<file path="config.mk">
export PLATFORM = sky130hd
export DESIGN_NAME = gab2_subtitle_chunk_deframer_flat
export DESIGN_NICKNAME = d
export VERILOG_FILES = /design/src/rtl/core/gab2d_pkg.sv /design/src/rtl/core/gab2d_if.sv /design/src/rtl/core/gab2d_in_reg.sv /design/src/rtl/core/gab2d_parse.sv /design/src/rtl/core/gab2d_out_buf.sv /design/src/rtl/core/gab2_subtitle_chunk_deframer.sv /design/src/flat_wrapper.sv
export SDC_FILE = /design/constraint.sdc
export NUM_CORES = 1
export LEC_CHECK = 0
export BUFFER_PORTS_ARGS = -buffer_cell sky130_fd_sc_hd__buf_2
export CAP_MARGIN = 15
export CORE_ASPECT_RATIO = 1.5
export CORE_UTILIZATION = 50
export CTS_CLUSTER_SIZE = 10
export DETAILED_ROUTE_END_ITERATION = 8
export PLACE_DENSITY_LB_ADDON = 0.25
export SLEW_MARGIN = 25
export SYNTH_ARGS = -nofsm -noshare
export SYNTH_HDL_FRONTEND = slang
export SYNTH_SLANG_ARGS = --single-unit
</file>
<file path="constraint.sdc">
create_clock -name clk -period 4.83 [get_ports clk]
set_clock_uncertainty 0.05 [all_clocks]
set_input_delay 0.483 -clock clk [delete_from_list [all_inputs] [get_ports clk]]
set_output_delay 0.483 -clock clk [all_outputs]
set_load 0.005 [all_outputs]
</file>
<file path="src/rtl/core/gab2d_pkg.sv">
// shared types, codes and constants of the gab2 subtitle chunk deframer
// no dependencies; used by every module of the block
package gab2d_pkg;

	typedef enum logic [2:0] {
		PH_HEADER,
		PH_NAME,
		PH_LENGTHS,
		PH_FILE,
		PH_PAD
	} phase_t;

	localparam logic [2:0] STAT_OK       = 3'd0;
	localparam logic [2:0] STAT_MAGIC    = 3'd1;
	localparam logic [2:0] STAT_NAME_OVR = 3'd2;
	localparam logic [2:0] STAT_FIXED    = 3'd3;
	localparam logic [2:0] STAT_TRUNC    = 3'd4;
	localparam logic [2:0] STAT_EXTRA    = 3'd5;

	localparam logic       KIND_BYTE   = 1'b0;
	localparam logic       KIND_STATUS = 1'b1;

	localparam logic [15:0] FIXED_WORD = 16'h0004;
	localparam logic [7:0]  BOM_0      = 8'hEF;
	localparam logic [7:0]  BOM_1      = 8'hBB;
	localparam logic [7:0]  BOM_2      = 8'hBF;

	localparam logic [3:0] MAGIC_LEN  = 4'd7;
	localparam logic [3:0] HEADER_END = 4'd10;
	localparam logic [2:0] LENGTH_END = 3'd5;

	// results one item can cause
	localparam int unsigned MAX_RES = 4;

	typedef struct packed {
		logic [7:0] data_byte;
		logic       chunk_end;
	} item_t;

	typedef struct packed {
		logic       kind;
		logic [7:0] value;
		logic       file_last;
		logic [2:0] status;
	} res_t;

	typedef struct packed {
		res_t [MAX_RES-1:0] slot;
		logic [2:0]         count;
	} bundle_t;

	function automatic logic [7:0] magic_byte(input logic [2:0] idx);
		logic [7:0] m;
		unique case (idx)
			3'd0:    m = 8'h47;
			3'd1:    m = 8'h41;
			3'd2:    m = 8'h42;
			3'd3:    m = 8'h32;
			3'd4:    m = 8'h00;
			3'd5:    m = 8'h02;
			3'd6:    m = 8'h00;
			default: m = 8'h00;
		endcase
		return m;
	endfunction

	function automatic res_t mk_res(input logic kind, input logic [7:0] value,
		input logic file_last, input logic [2:0] status);
		res_t r;
		r.kind      = kind;
		r.value     = value;
		r.file_last = file_last;
		r.status    = status;
		return r;
	endfunction

endpackage

</file>
<file path="src/rtl/core/gab2d_if.sv">
// valid/ready channel interfaces of the deframer: chunk bytes in, results out
// no dependencies
interface gab2d_chunk_if;
	logic       valid;
	logic       ready;
	logic [7:0] data_byte;
	logic       chunk_end;

	modport source(output valid, output data_byte, output chunk_end, input ready);
	modport sink(input valid, input data_byte, input chunk_end, output ready);
endinterface

interface gab2d_result_if;
	logic       valid;
	logic       ready;
	logic       kind;
	logic [7:0] value;
	logic       file_last;
	logic [2:0] status;

	modport source(output valid, output kind, output value, output file_last,
		output status, input ready);
	modport sink(input valid, input kind, input value, input file_last,
		input status, output ready);
endinterface

</file>
<file path="src/rtl/core/gab2d_in_reg.sv">
// input register: holds one accepted chunk byte until the parser takes it
// depends on gab2d_pkg and gab2d_chunk_if
module gab2d_in_reg (
	input  logic             clk,
	input  logic             arst_n,
	gab2d_chunk_if.sink      chunk,
	input  logic             consume,
	output logic             valid_s1,
	output gab2d_pkg::item_t item_s1
);
	import gab2d_pkg::*;

	assign chunk.ready = !valid_s1 || consume;

	always_ff @(posedge clk or negedge arst_n) begin
		if (!arst_n) begin
			valid_s1 <= 1'b0;
		end else if (chunk.ready) begin
			valid_s1 <= chunk.valid;
		end
	end

	always_ff @(posedge clk) begin
		if (chunk.valid && chunk.ready) begin
			item_s1.data_byte <= chunk.data_byte;
			item_s1.chunk_end <= chunk.chunk_end;
		end
	end

endmodule

</file>
<file path="src/rtl/core/gab2d_parse.sv">
// chunk parser: phase tracking, header capture, mark stripping and status
// depends on gab2d_pkg; builds the result bundle for one item
module gab2d_parse (
	input  logic               clk,
	input  logic               arst_n,
	input  logic               consume,
	input  gab2d_pkg::item_t   item_s1,
	output gab2d_pkg::bundle_t bundle
);
	import gab2d_pkg::*;

	phase_t      phase_q, phase_d;
	logic [31:0] cnt_q, cnt_d;
	logic [31:0] name_q, name_d;
	logic [31:0] file_q, file_d;
	logic [15:0] fixed_q, fixed_d;
	logic        magic_bad_q, magic_bad_d;
	logic [15:0] hold_q, hold_d;
	logic [1:0]  mcount_q, mcount_d;
	logic        taken_q, taken_d;

	logic [7:0]  b;
	logic        e;
	logic [31:0] name_full;
	logic [31:0] file_full;
	logic        last_b;
	logic        stream_ok;
	logic [1:0]  nsel;
	logic [1:0]  fsel;

	assign b         = item_s1.data_byte;
	assign e         = item_s1.chunk_end;
	assign name_full = {b, name_q[23:0]};
	assign file_full = {b, file_q[23:0]};
	assign last_b    = ({1'b0, cnt_q} + 33'd1) == {1'b0, file_q};
	assign stream_ok = !magic_bad_q && (fixed_q == FIXED_WORD);
	assign nsel      = 2'(cnt_q[3:0] - MAGIC_LEN);
	assign fsel      = 2'(cnt_q[2:0] - 3'd2);

	// next phase and position counter
	always_comb begin
		phase_d = phase_q;
		cnt_d   = cnt_q;
		if (e) begin
			phase_d = PH_HEADER;
			cnt_d   = '0;
		end else if (!taken_q) begin
			unique case (phase_q)
				PH_HEADER: begin
					if (cnt_q[3:0] == HEADER_END) begin
						if (name_full == '0) begin
							phase_d = PH_LENGTHS;
							cnt_d   = '0;
						end else begin
							phase_d = PH_NAME;
							cnt_d   = name_full;
						end
					end else begin
						cnt_d = cnt_q + 32'd1;
					end
				end
				PH_NAME: begin
					// counts the remaining name bytes down
					if (cnt_q == 32'd1) begin
						phase_d = PH_LENGTHS;
						cnt_d   = '0;
					end else begin
						cnt_d = cnt_q - 32'd1;
					end
				end
				PH_LENGTHS: begin
					if (cnt_q[2:0] == LENGTH_END) begin
						phase_d = (file_full == '0) ? PH_PAD : PH_FILE;
						cnt_d   = '0;
					end else begin
						cnt_d = cnt_q + 32'd1;
					end
				end
				PH_FILE: begin
					if (last_b) begin
						phase_d = PH_PAD;
					end else begin
						cnt_d = cnt_q + 32'd1;
					end
				end
				PH_PAD: begin
				end
				default: begin
					phase_d = PH_HEADER;
				end
			endcase
		end
	end

	// field capture and result bundle
	always_comb begin
		logic [2:0] n;
		logic [2:0] st;
		name_d      = name_q;
		file_d      = file_q;
		fixed_d     = fixed_q;
		magic_bad_d = magic_bad_q;
		hold_d      = hold_q;
		mcount_d    = mcount_q;
		taken_d     = taken_q;
		n           = '0;
		st          = STAT_OK;
		bundle.slot = '0;

		if (!taken_q) begin
			unique case (phase_q)
				PH_HEADER: begin
					if (cnt_q[3:0] < MAGIC_LEN) begin
						if (b != magic_byte(cnt_q[2:0])) begin
							magic_bad_d = 1'b1;
						end
					end else begin
						name_d[8*nsel +: 8] = b;
					end
				end
				PH_LENGTHS: begin
					if (cnt_q[2:0] < 3'd2) begin
						fixed_d[8*cnt_q[0] +: 8] = b;
					end else begin
						file_d[8*fsel +: 8] = b;
					end
				end
				PH_FILE: begin
					if (stream_ok) begin
						if (file_q >= 32'd3 && cnt_q < 32'd2) begin
							// first two bytes wait for a possible mark
							hold_d[8*cnt_q[0] +: 8] = b;
							mcount_d = cnt_q[0] ? 2'd2 : 2'd1;
						end else if (file_q >= 32'd3 && cnt_q == 32'd2) begin
							if (!(hold_q == {BOM_1, BOM_0} && b == BOM_2)) begin
								bundle.slot[n[1:0]] = mk_res(KIND_BYTE, hold_q[7:0], 1'b0, STAT_OK);
								n = n + 3'd1;
								bundle.slot[n[1:0]] = mk_res(KIND_BYTE, hold_q[15:8], 1'b0, STAT_OK);
								n = n + 3'd1;
								bundle.slot[n[1:0]] = mk_res(KIND_BYTE, b, last_b, STAT_OK);
								n = n + 3'd1;
							end
							hold_d   = '0;
							mcount_d = '0;
						end else begin
							bundle.slot[n[1:0]] = mk_res(KIND_BYTE, b, last_b, STAT_OK);
							n = n + 3'd1;
						end
					end
				end
				default: begin
				end
			endcase
		end

		if (e) begin
			// held bytes go out ahead of the status
			if (mcount_d >= 2'd1) begin
				bundle.slot[n[1:0]] = mk_res(KIND_BYTE, hold_d[7:0], 1'b0, STAT_OK);
				n = n + 3'd1;
			end
			if (mcount_d >= 2'd2) begin
				bundle.slot[n[1:0]] = mk_res(KIND_BYTE, hold_d[15:8], 1'b0, STAT_OK);
				n = n + 3'd1;
			end
			if (taken_q) begin
				st = STAT_EXTRA;
			end else begin
				unique case (phase_q)
					PH_HEADER: st = STAT_MAGIC;
					PH_NAME, PH_LENGTHS: st = magic_bad_d ? STAT_MAGIC : STAT_NAME_OVR;
					PH_FILE, PH_PAD: begin
						priority if (magic_bad_d) st = STAT_MAGIC;
						else if (fixed_q != FIXED_WORD) st = STAT_FIXED;
						else if (phase_q == PH_FILE && !last_b) st = STAT_TRUNC;
						else st = STAT_OK;
					end
					default: st = STAT_MAGIC;
				endcase
			end
			bundle.slot[n[1:0]] = mk_res(KIND_STATUS, 8'h00, 1'b0, st);
			n = n + 3'd1;
			if (st == STAT_OK) begin
				taken_d = 1'b1;
			end
			name_d      = '0;
			file_d      = '0;
			fixed_d     = '0;
			magic_bad_d = 1'b0;
			hold_d      = '0;
			mcount_d    = '0;
		end
		bundle.count = n;
	end

	always_ff @(posedge clk or negedge arst_n) begin
		if (!arst_n) begin
			phase_q     <= PH_HEADER;
			cnt_q       <= '0;
			name_q      <= '0;
			file_q      <= '0;
			fixed_q     <= '0;
			magic_bad_q <= 1'b0;
			hold_q      <= '0;
			mcount_q    <= '0;
			taken_q     <= 1'b0;
		end else if (consume) begin
			phase_q     <= phase_d;
			cnt_q       <= cnt_d;
			name_q      <= name_d;
			file_q      <= file_d;
			fixed_q     <= fixed_d;
			magic_bad_q <= magic_bad_d;
			hold_q      <= hold_d;
			mcount_q    <= mcount_d;
			taken_q     <= taken_d;
		end
	end

endmodule

</file>
<file path="src/rtl/core/gab2d_out_buf.sv">
// result register: holds one item's results, hands them out one per cycle
// while result.ready is high; depends on gab2d_pkg and gab2d_result_if
module gab2d_out_buf (
	input  logic               clk,
	input  logic               arst_n,
	input  gab2d_pkg::bundle_t bundle,
	input  logic               load,
	output logic               load_ok,
	gab2d_result_if.source     result
);
	import gab2d_pkg::*;

	res_t [MAX_RES-1:0] slot_q;
	logic [2:0]         rem_q;
	logic [1:0]         idx_q;
	logic               pop;
	res_t               head;

	assign head             = slot_q[idx_q];
	assign result.valid     = rem_q != 3'd0;
	assign result.kind      = head.kind;
	assign result.value     = head.value;
	assign result.file_last = head.file_last;
	assign result.status    = head.status;
	assign pop              = result.valid && result.ready;
	// free now, or the last result leaves this cycle
	assign load_ok          = (rem_q == 3'd0) || (rem_q == 3'd1 && pop);

	always_ff @(posedge clk or negedge arst_n) begin
		if (!arst_n) begin
			rem_q <= '0;
			idx_q <= '0;
		end else if (load) begin
			rem_q <= bundle.count;
			idx_q <= '0;
		end else if (pop) begin
			rem_q <= rem_q - 3'd1;
			idx_q <= idx_q + 2'd1;
		end
	end

	always_ff @(posedge clk) begin
		if (load) begin
			slot_q <= bundle.slot;
		end
	end

endmodule

</file>
<file path="src/rtl/core/gab2_subtitle_chunk_deframer.sv">
// gab2 subtitle chunk deframer: chunk bytes in, file bytes and status out
// path: an accepted byte enters the input register, its results the result register
// throughput: one byte per cycle while result.ready is high; an item with more
//   results holds the input while the result register drains them one a cycle
// reset: arst_n clears the chunk parser to the header phase and the refusal flag
// depends on gab2d_pkg, gab2d_if, gab2d_in_reg, gab2d_parse, gab2d_out_buf
module gab2_subtitle_chunk_deframer (
	input  logic           clk,
	input  logic           arst_n,
	gab2d_chunk_if.sink    chunk,
	gab2d_result_if.source result
);
	import gab2d_pkg::*;

	logic    valid_s1;
	item_t   item_s1;
	bundle_t bundle;
	logic    load_ok;
	logic    consume;

	assign consume = valid_s1 && load_ok;

	gab2d_in_reg u_in_reg (
		.clk     (clk),
		.arst_n  (arst_n),
		.chunk   (chunk),
		.consume (consume),
		.valid_s1(valid_s1),
		.item_s1 (item_s1)
	);

	gab2d_parse u_parse (
		.clk    (clk),
		.arst_n (arst_n),
		.consume(consume),
		.item_s1(item_s1),
		.bundle (bundle)
	);

	gab2d_out_buf u_out_buf (
		.clk    (clk),
		.arst_n (arst_n),
		.bundle (bundle),
		.load   (consume),
		.load_ok(load_ok),
		.result (result)
	);

endmodule

</file>
<file path="src/flat_wrapper.sv">
// flat-port wrapper written by rule: the top's interface ports become plain ports
module gab2_subtitle_chunk_deframer_flat import gab2d_pkg::*;
  (clk, arst_n, chunk_valid, chunk_data_byte, chunk_chunk_end, chunk_ready, result_valid, result_kind, result_value, result_file_last, result_status, result_ready);
  gab2d_chunk_if chunk_i ();
  gab2d_result_if result_i ();
  input  logic clk;
  input  logic arst_n;
  input wire logic [$bits(chunk_i.valid)-1:0] chunk_valid;
  input wire logic [$bits(chunk_i.data_byte)-1:0] chunk_data_byte;
  input wire logic [$bits(chunk_i.chunk_end)-1:0] chunk_chunk_end;
  output wire logic [$bits(chunk_i.ready)-1:0] chunk_ready;
  output wire logic [$bits(result_i.valid)-1:0] result_valid;
  output wire logic [$bits(result_i.kind)-1:0] result_kind;
  output wire logic [$bits(result_i.value)-1:0] result_value;
  output wire logic [$bits(result_i.file_last)-1:0] result_file_last;
  output wire logic [$bits(result_i.status)-1:0] result_status;
  input wire logic [$bits(result_i.ready)-1:0] result_ready;
  assign chunk_i.valid = chunk_valid;
  assign chunk_i.data_byte = chunk_data_byte;
  assign chunk_i.chunk_end = chunk_chunk_end;
  assign chunk_ready = chunk_i.ready;
  assign result_valid = result_i.valid;
  assign result_kind = result_i.kind;
  assign result_value = result_i.value;
  assign result_file_last = result_i.file_last;
  assign result_status = result_i.status;
  assign result_i.ready = result_ready;
  gab2_subtitle_chunk_deframer u_core (.clk(clk), .arst_n(arst_n), .chunk(chunk_i), .result(result_i));
endmodule
</file>
Yosys cells after proc, flatten, opt, wreduce, memory -nomap -nowiden
Index checks and enable logic that the tools add are counted.
- equality and inequality tests: 27
- $add $sub $neg: 13
- mux-type cells: 100
- shifts and indexed selects: 6
- reduce and logical (&&, ||, !) cells: 37
- magnitude comparators: 13
- operator list (operator ; number):
    32-bit 2-to-1 mux ; 15
    52-bit 2-to-1 mux ; 4
    39-bit 2-to-1 mux ; 5
    16-bit 2-to-1 mux ; 10
    52-bit bitwise mux ; 3
    32-bit case mux with 4 select lines ; 1
    13-bit demux with 2-bit select ; 3
    3-bit 2-to-1 mux ; 24
    5-bit negator with 34-bit output ; 2
    8-bit by 34-bit variable shift with 32-bit output (first input constant) ; 2
    8-bit by 34-bit variable part select with 32-bit output ; 2
    13-bit 2-to-1 mux ; 5
    32-bit bitwise mux ; 2
    32-bit zero test ; 2
    38-bit 2-to-1 mux ; 1
    7-bit case mux with 5 select lines ; 1
    4-bit negator with 34-bit output ; 1
    8-bit by 34-bit variable shift with 16-bit output (first input constant) ; 1
    8-bit by 34-bit variable part select with 16-bit output ; 1
    32-bit by 1-bit adder with 33-bit output (second input constant) ; 1
    33-bit by 32-bit equality test with 1-bit output ; 1
    32-bit by 1-bit adder with 32-bit output (second input constant) ; 1
    16-bit bitwise mux ; 2
    32-bit by 1-bit equality test with 1-bit output (second input constant) ; 1
    other kinds (42) ; 105
- word-level logic and storage cells: 226
- output and inout bits: 15
- bits of input ports: 13
- register bits after elaboration: 202

Longest topological paths before layout
- depth in word-level cells: 20
- depth in mapped cells: 17
- gate-level depth less buffers: 15

By module
Synthesis repeated with hierarchy kept, for this count alone.
- cells, all modules: 1565
- area total of the unflattened synthesis: 13589.3 µm²
- modules (own cells, without submodules) (module ; instances ; seq. area each (µm²) ; area an instance (µm²) ; cells an instance):
    gab2d_parse ; 1 ; 3178.0 ; 11026.8 ; 1446
    gab2d_out_buf ; 1 ; 1686.6 ; 2232.1 ; 105
    gab2d_in_reg ; 1 ; 295.3 ; 324.1 ; 13
    gab2_subtitle_chunk_deframer ; 1 ; 0.0 ; 6.3 ; 1

Worst setup path before layout
OpenSTA, ideal clock, no wires.
- kind: reg2reg
- start: register u_core.u_parse.cnt_q[3]
- end: register u_core.u_out_buf.slot_q[10] (netlist bit) (data pin)
- cell stages (with the launch flop): 18
- path buffers: 2
- data required time: 4.628 ns
- setup slack: 0.399 ns
- data arrival time: 4.229 ns
- library setup time: 0.152 ns
- period minus slack after synthesis: 4.431 ns
- cell sequence: dfrtp_1 buf_2 nor4_1 and4bb_2 nand3_2 or2_1 nor4_1 buf_2 nand2_1 clkinv_1 ha_1 o21ai_0 inv_1 ha_1 nor2b_1 nand4_1 o22a_1 o21ai_0
- RTL lines (item ; RTL line ; RTL):
    start, declared ; gab2d_parse.sv:13 ; logic [31:0] cnt_q, cnt_d;
    start signal, assigned ; gab2d_parse.sv:209 ; cnt_q <= cnt_d;
    end signal, assigned ; gab2d_out_buf.sv:44 ; slot_q <= bundle.slot;
    end, declared ; gab2d_out_buf.sv:13 ; res_t [MAX_RES-1:0] slot_q;

==> flow_summary_export.csv <==
group,metric,value,unit
clock_tree,cts_root_buf,"clkbuf_16",
drt,drtIter0Drc,1436,
global_routing,busiest_layer,"met2",
pwr,p_per_area,691,mW/mm²
worst_setup_path,crit_arrival,4760,ps
cells_and_area,fillerInstances,2430,
floorplanning,fp-row-count,73,
logic_synthesis,async_flop_share,69.3,%
global_routing,antenna_found_initial,0,
placed_design,place_area,0.0145,mm²
sta,worst_pin_slew,1100,ps
drt,vias,13900,
global_routing,gr-usage-met2,67.6,%
worst_setup_path,critPathLaunchType,"register",
logic_synthesis,synth-edff-count,59,
floorplanning,die_x,137,µm
clock_tree,cts_buffer_depth,2,
clock_tree,cts_tree,"built",
sta,fin_setup_tns,0,ps
sta,setup_viol,0,
cells_and_area,area_delta_synth_final,10.6,%
worst_setup_path,critPathMaxFanout,8,
placed_design,io_buffers,27,
cells_and_area,layout-drive-gt1-share,14.6,%
drt,drc,0,
sta,maxSlewHeadroom,26.3,%
logic_synthesis,synth.distinct_cells,93,
global_routing,use_met3,10.6,%
global_routing,met1_usage,45.2,%
floorplanning,pin_count,28,
pwr,peakVddDrop,0.000429,V
placed_design,gp_congestion,1.11,
logic_synthesis,synth_fp_nets,1624,
cells_and_area,multiInputGateArea,0.00791,mm²
clock_tree,clk_latency,460,ps
global_routing,grt_pass1_wl,84800,µm
worst_setup_path,crit_path_end_kind,"register",
cells_and_area,post-route-cell-area,0.0152,mm²
cells_and_area,antenna_cells,0,
cells_and_area,finish.net_count,1646,
worst_setup_path,critPathLaunch,"u_core.u_parse.file_q[5]$_DFFE_PN0P_",
floorplanning,dieHeight,205,µm
hold_path,hold_path_class,"in2async",
global_routing,grt_usage,42.0,%
logic_synthesis,ys_seq_area_share,37.2,%
sta,period_minus_slack,4510,ps
sta,hold_viol,0,
worst_setup_path,crit_required,5080,ps
pwr,leakage,6.11,nW
logic_synthesis,syn_area,0.0137,mm²
sta,timing_max_transition_violations_final,0,
global_routing,grt_max_degree,99,
drt,drtAntennaViolNets,0,
worst_setup_path,crit-reg2reg-capture,"u_core.u_out_buf.slot_q[11]$_DFFE_PP_",
global_routing,gr-total-overflow,0,
global_routing,grt_pass1_vias,13400,
run_status,outcome,"complete, no violations",
worst_setup_path,critPathKind,"reg2reg",
worst_setup_path,r2r_setup_slack,320,ps
worst_setup_path,r2r_cells,15,
clock_tree,htreeDepth,4,
clock_tree,clk_pin_slew,80,ps
sta,fin_crit_sh,93.4,%
placed_design,place_inst,1930,
drt,viasPerCell,7.10,
cells_and_area,final_util,56.7,%
cells_and_area,finalNonFillerCells,1963,
placed_design,dp_hpwl,41200,µm
logic_synthesis,ys.flop_type,"dfrtp_1",
floorplanning,start_util,51.3,%
drt,detail_route.wl_per_cell,29.1,µm
sta,rsz0062_at_grt,"false",
floorplanning,die_area,0.0281,mm²
placed_design,place_ws,236,ps
logic_synthesis,synth.avg_cell_area,8.63,µm²
sta,setup_slack,320,ps
sta,max_freq,0.222,GHz
clock_tree,clock_sinks,192,
worst_setup_path,r2r-start,"u_core.u_parse.file_q[5]$_DFFE_PN0P_",
drt,firstDrtPassIters,7,
floorplanning,core,0.0268,mm²
logic_synthesis,syn_inst,1591,
logic_synthesis,ys_warn_count,0,
logic_synthesis,synth_seq_cells,192,
clock_tree,cts_made_buffers,17,
drt,drt-total-wl,57100,µm
flow_run,drv_cap,0,
cells_and_area,regArea,0.00510,mm²
power by group:
group	internal, mW	total (mW)	switching (mW)
logic	2.20	6.37	4.17
clock network	0.755	1.47	0.714
registers	2.13	2.64	0.510
cell usage in the layout, fill, tap and decap left out, types with 20 or more instances in the layout:
cell and instances:
o31ai_1 20, nand2_1 148, xnor2_1 30, nor4_1 39, buf_2 26, o21ai_0 111, edfxtp_1 59, a21oi_1 84
nor3_1 35, inv_1 49, a22o_1 28, dfrtp_1 133, nand3_1 71, ha_1 20, a22oi_1 24, nor2_1 158
or3_1 22, nand4_1 28, buf_4 104, o22ai_1 20
critical path, cell delays in order (launching register included):
cell,delay [ps]
dfrtp_1,510
nor4_1,730
nand4_1,260
nor3_1,470
or2_1,230
nor4_1,80
nand2_1,110
clkinv_1,90
ha_1,350
o21ai_0,240
inv_1,120
ha_1,250
nor2b_1,210
nand2_1,230
o32a_1,340
o21ai_0,70
cells by family (layout without fill, tap and decap cells):
| family | after synthesis | in the layout | synth area share (%) |
|---|---|---|---|
| AND/OR/NAND/NOR | 649 | 649 | 25.0 |
| AO/OA/AOI/OAI | 461 | 461 | 22.9 |
| flip-flops | 192 | 192 | 37.2 |
| buffers and inverters | 182 | 217 | 5.54 |
| XOR/XNOR | 50 | 50 | 3.60 |
| multiplexers | 37 | 37 | 3.95 |
| adder cells (fa/ha/maj) | 20 | 20 | 1.82 |
layout make-up:
class	instances	share of cell area (%)
well taps	337	2.78
clock inverters	12	0.725
clock buffers	20	3.22
flip-flops and latches	192	33.6
repair buffers	132	6.22
inverters	53	1.31
multi-input cells	1217	52.1
flip-flops by register name (all words and copies together), names as in the netlist:
register and flops:
u_core.u_parse.cnt_q 32, u_core.u_parse.mcount_q 2, u_core.u_parse.phase_q 3, u_core.u_in_reg.valid_s1 1, u_core.u_parse.taken_q 1, u_core.u_out_buf.rem_q 3, u_core.u_out_buf.idx_q 2, u_core.u_out_buf.slot_q 50
u_core.u_parse.magic_bad_q 1, u_core.u_parse.name_q 24, u_core.u_parse.hold_q 16, u_core.u_parse.file_q 32, u_core.u_in_reg.item_s1 9, u_core.u_parse.fixed_q 16
Yosys cell counts, types with 20 or more instances:
master | instances | area (µm²)
a21oi_1 | 84 | 420
a22o_1 | 28 | 245
a22oi_1 | 24 | 180
buf_2 | 31 | 155
clkbuf_1 | 82 | 308
dfrtp_1 | 133 | 3330
edfxtp_1 | 59 | 1770
ha_1 | 20 | 250
inv_1 | 49 | 184
nand2_1 | 148 | 556
nand3_1 | 72 | 360
nand4_1 | 28 | 175
nor2_1 | 160 | 601
nor3_1 | 36 | 180
nor4_1 | 41 | 257
o21ai_0 | 111 | 556
o22ai_1 | 20 | 125
o31ai_1 | 20 | 150
or3_1 | 22 | 138
xnor2_1 | 30 | 263
through the flow:
stage                     power (mW)  hold slack, ps
final                           10.5            72.5
after global routing            11.0             133
after CTS                       10.2             129
after detailed placement        8.72             426
after global placement          8.68             411
after floorplan                 6.53             137
routing by layer:
layer	share of wire (%)	routed length, µm
met5	0	0
met4	10	5760
met3	8.6	4890
met2	47	26900
met1	34	19600
repair_timing:
item,4_1_cts,5_1_grt
endpoints found under the setup margin,0,9
hold buffers,0,0
hold endpoints to repair,0,0
gates resized for setup,0,3
buffers inserted,0,1
worst max-delay path by stage:
stage	to	slack (ps)	cells past startpoint
final	u_core.u_out_buf.slot_q[11]$_DFFE_PP_	320	15
after CTS	u_core.u_out_buf.slot_q[9]$_DFFE_PP_	190	15
after global routing	u_core.u_out_buf.slot_q[11]$_DFFE_PP_	10	15
after floorplan	u_core.u_out_buf.slot_q[10]$_DFFE_PP_	400	17
after global placement	u_core.u_out_buf.slot_q[7]$_DFFE_PP_	420	15
after detailed placement	u_core.u_out_buf.slot_q[9]$_DFFE_PP_	240	15
(Power assumes the default switching activity.)
